File: src/rtl/core/message_slot_mailbox_macros.svh
// ----------------------------------------------------------------------------
// message_slot_mailbox_macros
// assertion helpers used by the mailbox rtl
// ----------------------------------------------------------------------------
`ifndef MESSAGE_SLOT_MAILBOX_MACROS_SVH
`define MESSAGE_SLOT_MAILBOX_MACROS_SVH

// same-cycle implication, held off during reset
`define MSM_ASSERT_SAME(label, clk, rst_n, ante, cons, msg) \
    label: assert property (@(posedge clk) disable iff (!rst_n) (ante) |-> (cons)) \
        else $error(msg);

// next-cycle implication, held off during reset
`define MSM_ASSERT_NEXT(label, clk, rst_n, ante, cons, msg) \
    label: assert property (@(posedge clk) disable iff (!rst_n) (ante) |=> (cons)) \
        else $error(msg);

`endif

File: src/rtl/core/msm_ram.sv
// ----------------------------------------------------------------------------
// msm_ram
// generic single write, single read ram with registered read data
// ----------------------------------------------------------------------------
module msm_ram #(
    parameter int WIDTH = 8,
    parameter int DEPTH = 16
) (
    input  logic                                 clk,
    input  logic                                 we,
    input  logic [(DEPTH > 1 ? $clog2(DEPTH) : 1)-1:0] waddr,
    input  logic [WIDTH-1:0]                     wdata,
    input  logic                                 re,
    input  logic [(DEPTH > 1 ? $clog2(DEPTH) : 1)-1:0] raddr,
    output logic [WIDTH-1:0]                     rdata
);

    logic [WIDTH-1:0] mem [DEPTH];
    logic [WIDTH-1:0] rdata_reg;

    // write port
    always_ff @(posedge clk)
    begin
        if (we)
        begin
            mem[waddr] <= wdata;
        end
    end

    // registered read port
    always_ff @(posedge clk)
    begin
        if (re)
        begin
            rdata_reg <= mem[raddr];
        end
    end

    assign rdata = rdata_reg;

endmodule

File: config.mk
export PLATFORM = sky130hd
export DESIGN_NAME = msm_ram
export DESIGN_NICKNAME = d
export VERILOG_FILES = /design/src/rtl/core/message_slot_mailbox_macros.svh /design/src/rtl/core/msm_ram.sv
export SDC_FILE = /design/constraint.sdc
export NUM_CORES = 1
export LEC_CHECK = 0
export BUFFER_PORTS_ARGS = -buffer_cell sky130_fd_sc_hd__buf_2
export CAP_MARGIN = 0
export CORE_ASPECT_RATIO = 1.4
export CORE_MARGIN = 2
export CORE_UTILIZATION = 60
export CTS_CLUSTER_DIAMETER = 200
export DETAILED_ROUTE_END_ITERATION = 16
export PLACE_DENSITY = 0.79
export SLEW_MARGIN = 10
export SYNTH_ARGS = -nofsm -noshare
export SYNTH_HDL_FRONTEND = slang
export SYNTH_SLANG_ARGS = --single-unit
File: constraint.sdc
create_clock -name clk -period 2.07 [get_ports clk]
set_input_delay 0.414 -clock clk [delete_from_list [all_inputs] [get_ports clk]]
set_output_delay 0.414 -clock clk [all_outputs]
set_load 0.05 [all_outputs]
==> results.txt, run 1 <==
Status - finished clean
Fillers - 476
Post-synthesis compound-gate area fraction - 0.02298
First-pass GRT wire length - 15.80 mm
Final period util - 0.7574
Number of global-route vias before repair - 2,674
Worst clock skew - 0.005089 ns
Adder-Cell Fraction of Synth Area - 0
Hold Path Depth - 1
IO Port Bufs - 26
Total core area - 0.008508 sq mm
Final Hold Fails - 0
Leak Pwr - 2.164 nW
Num CTS Buffers - 17
Post-synthesis mux area share - 0.1479
Post-CTS Hold Fix Bufs - 0
Worst hold path type - in -> reg
Max VDD drop - 0.8200 mV
Post-synthesis simple-gate area fraction - 0.03135
DIE HEIGHT - 114.4 microns
Total global-route track usage - 0.2400
Max reg flops - 128
Relative slew slack - 0.7258
Crit path from - raddr[0]
CTS tree - yes
Share of cells above drive strength 1 - 0.3191
Via count - 2,576
Vias per cell - 6.298
HPWL after DPL - 6.303 mm
Area leader, netlist - edfxtp_1
Starting Density - 0.6144
Fmax - 0.6378 GHz
Total routed wirelength - 10.36 mm
Initial antenna violation count - 0
Final Critical Period - 1.568 ns
Remaining antenna violation count - 0
Hold_sp - re
Design Power - 0.006573 W
I/O pin cnt - 27
Gr ovfl total - 0
Clock Path Buffers - 2
DRT Pass-1 Iters - 4
Ys Warns - 0
Most common cell after layout, fill and taps aside - edfxtp_1
Clock Sinks - 136
Post-Syn Nets - 248
Row count - 40
RR Startpoint - mem[1][1]
P per Cell Area - 1052 mW/mm^2
Root Buffer - clkbuf_16
Drt initial violations - 271
H-tree levels - 4
Clock-pin slew on the worst setup and hold paths - 0.05 ns
Die area - 0.009485 sq mm
Reg2reg path depth - 3
Largest net degree at the start of global routing - 33
Final setup fails - 0
Combinational family with the most area after synthesis - multiplexers
Sequential cell area fraction in the yosys report - 0.7812
Post-CTS Setup Bufs - 0
Synth Instances - 229
CP Launch Type - primary input
DRC viols - 0
PostCTS Resize Cnt - 0
Synthesis-to-layout area growth - 19.51%
XOR/XNOR share of the synthesized area - 0
Routed WL per cell - 25.32 microns
Kind of critical path - in -> reg
Die width - 82.89 microns
FF-to-FF setup slack - 0.52 ns
Cell variety after synth - 18
TNS Setup - 0 ns
WP data required - 2.22 ns
Mean post-synth cell area - 22.83 sq um
Max Slew Vio Count - 0
CP endpoint kind - flop
Routability congestion estimate - 0.7885
Crit Path Max Fanout - 11
Clock insertion delay at the later pin of the skew report - 0.41 ns
Max-cap violations - 0
Slowest stage cell on the critical path - mux4_1
Mapped Area - 0.005228 sq mm
Commonest cells after routing, fill and taps aside - edfxtp_1, buf_2, buf_4
Synth top area share - 0.7812
Design Area, Final - 0.006247 sq mm
Layout Nets - 310
FF+latch count, synth - 136
Worst Tran Pin Value - 0.4113 ns
# diodes - 0
Crit-path max cell delay - 0.60 ns
Crit path arrival time - 1.72 ns
Placed Instance Area - 0.005630 sq mm
Crit path cell chain - buf_2 > buf_4 > mux4_1 > a22oi_1 > nand2_1
RSZ-0062 raised after global routing - no
Top area cells in the synthesized netlist - edfxtp_1, mux4_2, mux4_1
[kinds of logic after synthesis]
kind of cell,Yosys count
flip-flops,136
AND/OR/NAND/NOR,35
multiplexers,32
AO/OA/AOI/OAI,16
buffers and inverters,10
[final timing paths]
check	to
worst max-delay path	rdata[2]
worst min-delay path	rdata[6]
worst max register to register	rdata[1]
worst min register to register	rdata[7]
[cell usage after synthesis]
| master | count |
|---|---|
| nor3_1 | 4 |
| a22oi_1 | 16 |
| buf_4 | 1 |
| clkdlybuf4s25_2 | 3 |
| nand2b_1 | 2 |
| nor2_1 | 13 |
| buf_2 | 3 |
| and2_1 | 1 |
| nand3b_1 | 2 |
| mux4_1 | 14 |
| edfxtp_1 | 136 |
| mux4_2 | 18 |
| nand3_1 | 1 |
| buf_6 | 3 |
| and2b_1 | 1 |
| nor2b_1 | 1 |
| or3b_2 | 1 |
| nand2_1 | 9 |
[metal layers]
layer | GRT usage | share of wire | up-vias
met5 | 0 | 0 | -
met4 | 0.09617 | 0.022 | 0
met3 | 0.07426 | 0.056 | 20
met2 | 0.4011 | 0.52 | 116
met1 | 0.2967 | 0.40 | 1334
li1 | - | - | 1106
[per-stage QoR]
stage	hold WS [ns]	std cells	worst slack, ns	utilization
floorplan	0.5129	229	0.1631	-
global placement	0.7370	377	0.1459	0.6618
detailed placement	0.7467	377	0.1524	0.6618
CTS	0.3512	409	0.5018	0.7343
global route	0.3542	409	0.4533	0.7343
finish	0.3626	409	0.5022	0.7343
[worst max-delay path: cells and delay by family]
kind / cells / cell delay [ns]
AO/OA/AOI/OAI: 1 / 0.24
buffers and inverters: 2 / 0.35
multiplexers: 1 / 0.60
AND/OR/NAND/NOR: 1 / 0.10
[final cells by class]
type	instances	area [sq um]	share of cell area
flip-flops and latches	136	4084	0.6537
multi-input cells	83	1057	0.1692
clock buffers	20	436.7	0.06990
repair buffers	53	357.8	0.05728
clock inverters	12	180.2	0.02884
well taps	105	131.4	0.02103
[power breakdown]
part	internal [W]	total, W	switching (W)
logic	0.000126	0.000337	0.000210
registers	0.00311	0.00312	0.0000170
clock network	0.00211	0.00311	0.00100
total	0.00534	0.00657	0.00123
Power figures use the tool's default switching activity.
==> inputs of run 2 (changes only) <==
==> constraint.sdc (replaced) <==
create_clock -name clk -period 1.47 [get_ports clk]
set_input_delay 0.294 -clock clk [delete_from_list [all_inputs] [get_ports clk]]
set_output_delay 0.294 -clock clk [all_outputs]
set_load 0.05 [all_outputs]
==> results.txt, run 2 (synthesis gave the netlist of run 1 again) <==
Max layer used - met4
Largest net degree at the start of global routing - 18 (-45%)
Min-Delay Endpoint - rdata[4]
Number of global-route vias before repair - 2,669 (-0.19%)
RR Startpoint - mem[3][7]
Crit Path Max Fanout - 1 (-10)
CP Launch Type - flop
Slowest stage cell on the critical path - mux4_2
First-pass GRT wire length - 15.49 mm (-2.0%)
Leak Pwr - 2.068 nW (-4.4%)
I/O pin cnt - 27 (unchanged)
Metal-1 WL - 3.734 mm (-10%)
Final period util - 1.021
Max-cap violations - 0 (unchanged)
Synthesis-to-layout area growth - 17.47%
CTS tree - yes
Met3 wire len - 647 microns (+11%)
Share of cells above drive strength 1 - 0.3738 (+0.05469)
Kind of critical path - reg -> reg
RSZ-0062 raised after global routing - yes
Crit path cell chain - mux4_2 > a22oi_2 > nand2_1
Final setup fails - 1 (+1)
Clock Sinks - 136 (unchanged)
Clock-pin slew on the worst setup and hold paths - 0.05 ns (about the same)
Crit path arrival time - 1.66 ns (-0.06 ns)
Final Critical Period - 1.502 ns
Relative slew slack - 0.4483 (-0.2776)
CP endpoint kind - flop
IO Port Bufs - 26 (unchanged)
DP Cell Count - 380 (+0.80%)
R2R Path End - rdata[7]
Clock insertion delay at the later pin of the skew report - 0.41 ns (about the same)
Root Buffer - clkbuf_16
Total core area - 0.008508 sq mm (unchanged)
Row count - 40 (unchanged)
Total routed wirelength - 10.15 mm (-2.0%)
Fmax - 0.6660 GHz
Hold_sp - re
Routability congestion estimate - 0.8322 (+5.5%)
Gr ovfl total - 0 (unchanged)
Starting Density - 0.6144 (unchanged)
DRC viols - 0 (unchanged)
Routed WL per cell - 24.74 microns (-2.3%)
Worst Tran Pin Value - 0.8259 ns (+0.4146 ns)
Layout Nets - 313 (+0.97%)
Drt initial violations - 246 (-9.2%)
FF-to-FF setup slack - -0.03 ns (-0.55 ns)
Max Slew Vio Count - 0 (unchanged)
TNS Setup - -0.03154 ns (-0.03154 ns)
P per Cell Area - 1354 mW/mm^2 (+29%)
Total global-route track usage - 0.2371 (-0.002864)
Final Util - 0.7218 (-0.01250)
Delay-heaviest family, CP - multiplexers
WP data required - 1.63 ns (-0.59 ns)
Worst hold path type - in -> reg
Clock Path Buffers - 2 (unchanged)
Max reg flops - 128 (unchanged)
Status - finished with violations
Num CTS Buffers - 17 (unchanged)
WL met2 - 5.551 mm (+3.1%)
Commonest cells after routing, fill and taps aside - edfxtp_1, mux4_2, buf_2, buf_4, clkbuf_16
# diodes - 0 (unchanged)
DRT Pass-1 Iters - 5 (+1)
Post-route setup slack - -0.03154 ns (-0.5337 ns)
Reg2reg path depth - 3 (unchanged)
Initial antenna violation count - 0 (unchanged)
Worst clock skew - 0.005899 ns (+0.0008098 ns)
Hold slack - 0.2602 ns (-0.1024 ns)
Remaining antenna violation count - 0 (unchanged)
Post-Layout Cell Count - 410 (+0.24%)
Post-CTS Hold Fix Bufs - 0 (unchanged)
Failing checks - negative setup slack
Max VDD drop - 1.062 mV (+30%)
Crit-path max cell delay - 0.54 ns (-0.06 ns)
Via count - 2,535 (-1.6%)
Final Hold Fails - 0 (unchanged)
Bufs and invs on worst path - 0 (-2)
Most common cell after layout, fill and taps aside - edfxtp_1
Vias per cell - 6.183 (-1.8%)
H-tree levels - 4 (unchanged)
Die area - 0.009485 sq mm (unchanged)
Die width - 82.89 microns (unchanged)
Hold Path Depth - 1 (unchanged)
HPWL after DPL - 6.491 mm (+3.0%)
DIE HEIGHT - 114.4 microns (unchanged)
## run 2: cell type report
cell class	count	area, sq um
fill	489	2367
clock inverter	9	36.28
multi-input combinational	83	1044
timing repair buffer	56	405.4
clock buffer	21	440.4
tap	105	131.4
sequential	136	4084
## run 2: where the power goes
group,internal (W),switching [W]
sequential,0.00438,0.0000252
combinational,0.000199,0.000306
clock,0.00207,0.00134
total,0.00665,0.00167
## run 2: layer usage
layer / vias to the layer above / global-route usage
met4: 0 / 0.09727
met3: 19 / 0.06994
met1: 1290 / 0.2784
met2: 124 / 0.4124
met5: - / 0
li1: 1102 / -
## run 2: timing repair
action / 4_1_cts / 5_1_grt
endpoints found under the setup margin: 1 / 7
gates resized for setup: 1 / 3
pin swaps: 0 / 2
cloned: 0 / 0
buffers inserted: 0 / 0
## run 2: worst max-delay path by stage
stage / start / endpoint / slack (ns) / depth (start not counted)
floorplan: waddr[2] / mem[3][0] / -0.09 / 2
global placement: raddr[0] / rdata[7] / -0.33 / 5
detailed placement: raddr[0] / rdata[7] / -0.35 / 5
CTS: mem[3][7] / rdata[7] / 0.006 / 3
global route: mem[3][7] / rdata[7] / -0.05 / 3
finish: mem[3][7] / rdata[7] / -0.03 / 3
## run 2: per-stage QoR
stage          instance area [sq um]  worst slack [ns]  total power, W
2_1_floorplan                   5228          -0.09015        0.004775
3_3_place_gp                    5644           -0.3300        0.004952
3_5_place_dp                    5644           -0.3540        0.004970
4_1_cts                         6126          0.006345        0.008353
5_1_grt                         6141          -0.05185        0.008558
6_report                        6141          -0.03154        0.008317
## run 2: worst register-to-register path, cell delays in order (launching register included)
cell	delay, ns
edfxtp_1	0.39
mux4_2	0.54
a22oi_2	0.24
nand2_1	0.07
==> inputs of run 3 (changes only) <==
--- a/config.mk
+++ b/config.mk
@@ -13,6 +13,8 @@
 export CTS_CLUSTER_DIAMETER = 200
 export DETAILED_ROUTE_END_ITERATION = 16
 export PLACE_DENSITY = 0.79
+export SKIP_CTS_REPAIR_TIMING = 1
+export SKIP_LAST_GASP = 1
 export SLEW_MARGIN = 10
 export SYNTH_ARGS = -nofsm -noshare
 export SYNTH_HDL_FRONTEND = slang
==> results.txt, run 3 (synthesis gave the netlist of run 1 again) <==
Status - finished with violations
Failing checks - negative setup slack
Share of cells above drive strength 1 - 0.3836 (+0.009836)
Clock-pin slew on the worst setup and hold paths - 0.05 ns (about the same)
Fillers - 490 (+0.20%)
Gr ovfl total - 0 (unchanged)
Initial antenna violation count - 0 (unchanged)
R2R Path End - rdata[7]
DRC viols - 0 (unchanged)
TNS Setup - -0.03171 ns (-0.0001651 ns)
I/O pin cnt - 27 (unchanged)
Commonest cells after routing, fill and taps aside - edfxtp_1, mux4_2, buf_2, buf_4, clkbuf_16
RR Startpoint - mem[3][7]
DIE HEIGHT - 114.4 microns (unchanged)
Crit Path Max Fanout - 1 (unchanged)
Synthesis-to-layout area growth - 17.76%
Leak Pwr - 2.070 nW (about the same)
Relative slew slack - 0.4382 (-0.01005)
Worst hold path type - in -> reg
Remaining antenna violation count - 0 (unchanged)
Hold slack - 0.2595 ns (-0.0007460 ns)
Reg2reg path depth - 3 (unchanged)
Largest net degree at the start of global routing - 18 (unchanged)
Total core area - 0.008508 sq mm (unchanged)
Via count - 2,527 (-0.32%)
Most common cell after layout, fill and taps aside - edfxtp_1
Max-cap violations - 0 (unchanged)
Die area - 0.009485 sq mm (unchanged)
Routed WL per cell - 24.67 microns (-0.30%)
Vias per cell - 6.163 (-0.32%)
Total global-route track usage - 0.2344 (-0.002723)
DRT Pass-1 Iters - 4 (-1)
Max reg flops - 128 (unchanged)
Clock insertion delay at the later pin of the skew report - 0.41 ns (about the same)
Number of global-route vias before repair - 2,668 (-0.037%)
Final period util - 1.022 (about the same)
Die width - 82.89 microns (unchanged)
Drt initial violations - 217 (-12%)
Routability congestion estimate - 0.8322 (unchanged)
HPWL after DPL - 6.491 mm (unchanged)
Max VDD drop - 1.072 mV (+0.89%)
First-pass GRT wire length - 15.33 mm (-1.0%)
Design Area, Final - 0.006156 sq mm (+0.24%)
Max Slew Vio Count - 0 (unchanged)
Num CTS Buffers - 17 (unchanged)
Total routed wirelength - 10.12 mm (-0.30%)
Final Hold Fails - 0 (unchanged)
Row count - 40 (unchanged)
Hold_sp - re
# diodes - 0 (unchanged)
FF-to-FF setup slack - -0.03 ns (about the same)
Layout Nets - 313 (unchanged)
Clock Path Buffers - 2 (unchanged)
Crit path from - mem[3][7]
Worst clock skew - 0.005897 ns (-0.000001690 ns)
Hold Path Depth - 1 (unchanged)
Starting Density - 0.6144 (unchanged)
Clock Sinks - 136 (unchanged)
Kind of critical path - reg -> reg
Root Buffer - clkbuf_16
WP data required - 1.63 ns (about the same)
Design Power - 0.008322 W (about the same)
CP Launch Type - flop
CP endpoint kind - flop
Final setup fails - 1 (unchanged)
H-tree levels - 4 (unchanged)
Setup WS pre-CTS - -0.3540 ns (unchanged)
Placed Instance Area - 0.005644 sq mm (unchanged)
Post-route setup slack - -0.03171 ns (-0.0001651 ns)
CTS tree - yes
Fmax - 0.6659 GHz (about the same)
Crit path arrival time - 1.66 ns (about the same)
P per Cell Area - 1352 mW/mm^2 (-0.18%)
Min-Delay Endpoint - rdata[0]
Final Critical Period - 1.502 ns (+0.0001651 ns)
IO Port Bufs - 26 (unchanged)
Worst Tran Pin Value - 0.8410 ns (+0.01505 ns)
==> run 3: cell types whose count changed in the layout (fill, tap and decap cells not counted) <==
cell / before / now
a22oi_1: 12 / 9
a22oi_2: 4 / 7
==> run 3: critical path, stage by stage (launching register included) <==
cell	delay, ns
edfxtp_1	0.39
mux4_2	0.53
a22oi_2	0.25
nand2_1	0.07
==> run 3: routing by layer <==
layer,share of wire,track usage,vias to the layer above
met5,0,0,-
met4,0.026,0.09071,0
met3,0.038,0.06994,20
met2,0.54,0.4091,84
met1,0.39,0.2758,1319
li1,-,-,1104
==> run 3: stage by stage <==
stage | util | instances
final | 0.7235 | 410
after global routing | 0.7235 | 410
after CTS | 0.7194 | 410
after detailed placement | 0.6634 | 380
after global placement | 0.6634 | 380
after floorplan | - | 229
==> run 3: layout make-up <==
class,instances,area [sq um],share of cell area
repair buffers,56,405.4,0.06585
clock inverters,9,36.28,0.005894
well taps,105,131.4,0.02134
multi-input cells,83,1059,0.1720
clock buffers,21,440.4,0.07154
flip-flops and latches,136,4084,0.6634
==> run 3: power breakdown <==
group | switching (W) | internal, W | total, W
registers | 0.0000258 | 0.00438 | 0.00440
logic | 0.000308 | 0.000201 | 0.000509
clock network | 0.00134 | 0.00207 | 0.00341
==> run 3: how the worst max path moves through the flow <==
stage           endpoint  slack (ns)  cells after the start
6_report        rdata[7]       -0.03                      3
5_1_grt         rdata[7]       -0.05                      3
4_1_cts         rdata[7]       -0.02                      3
3_5_place_dp    rdata[7]       -0.35                      5
3_3_place_gp    rdata[7]       -0.33                      5
2_1_floorplan  mem[3][0]       -0.09                      2
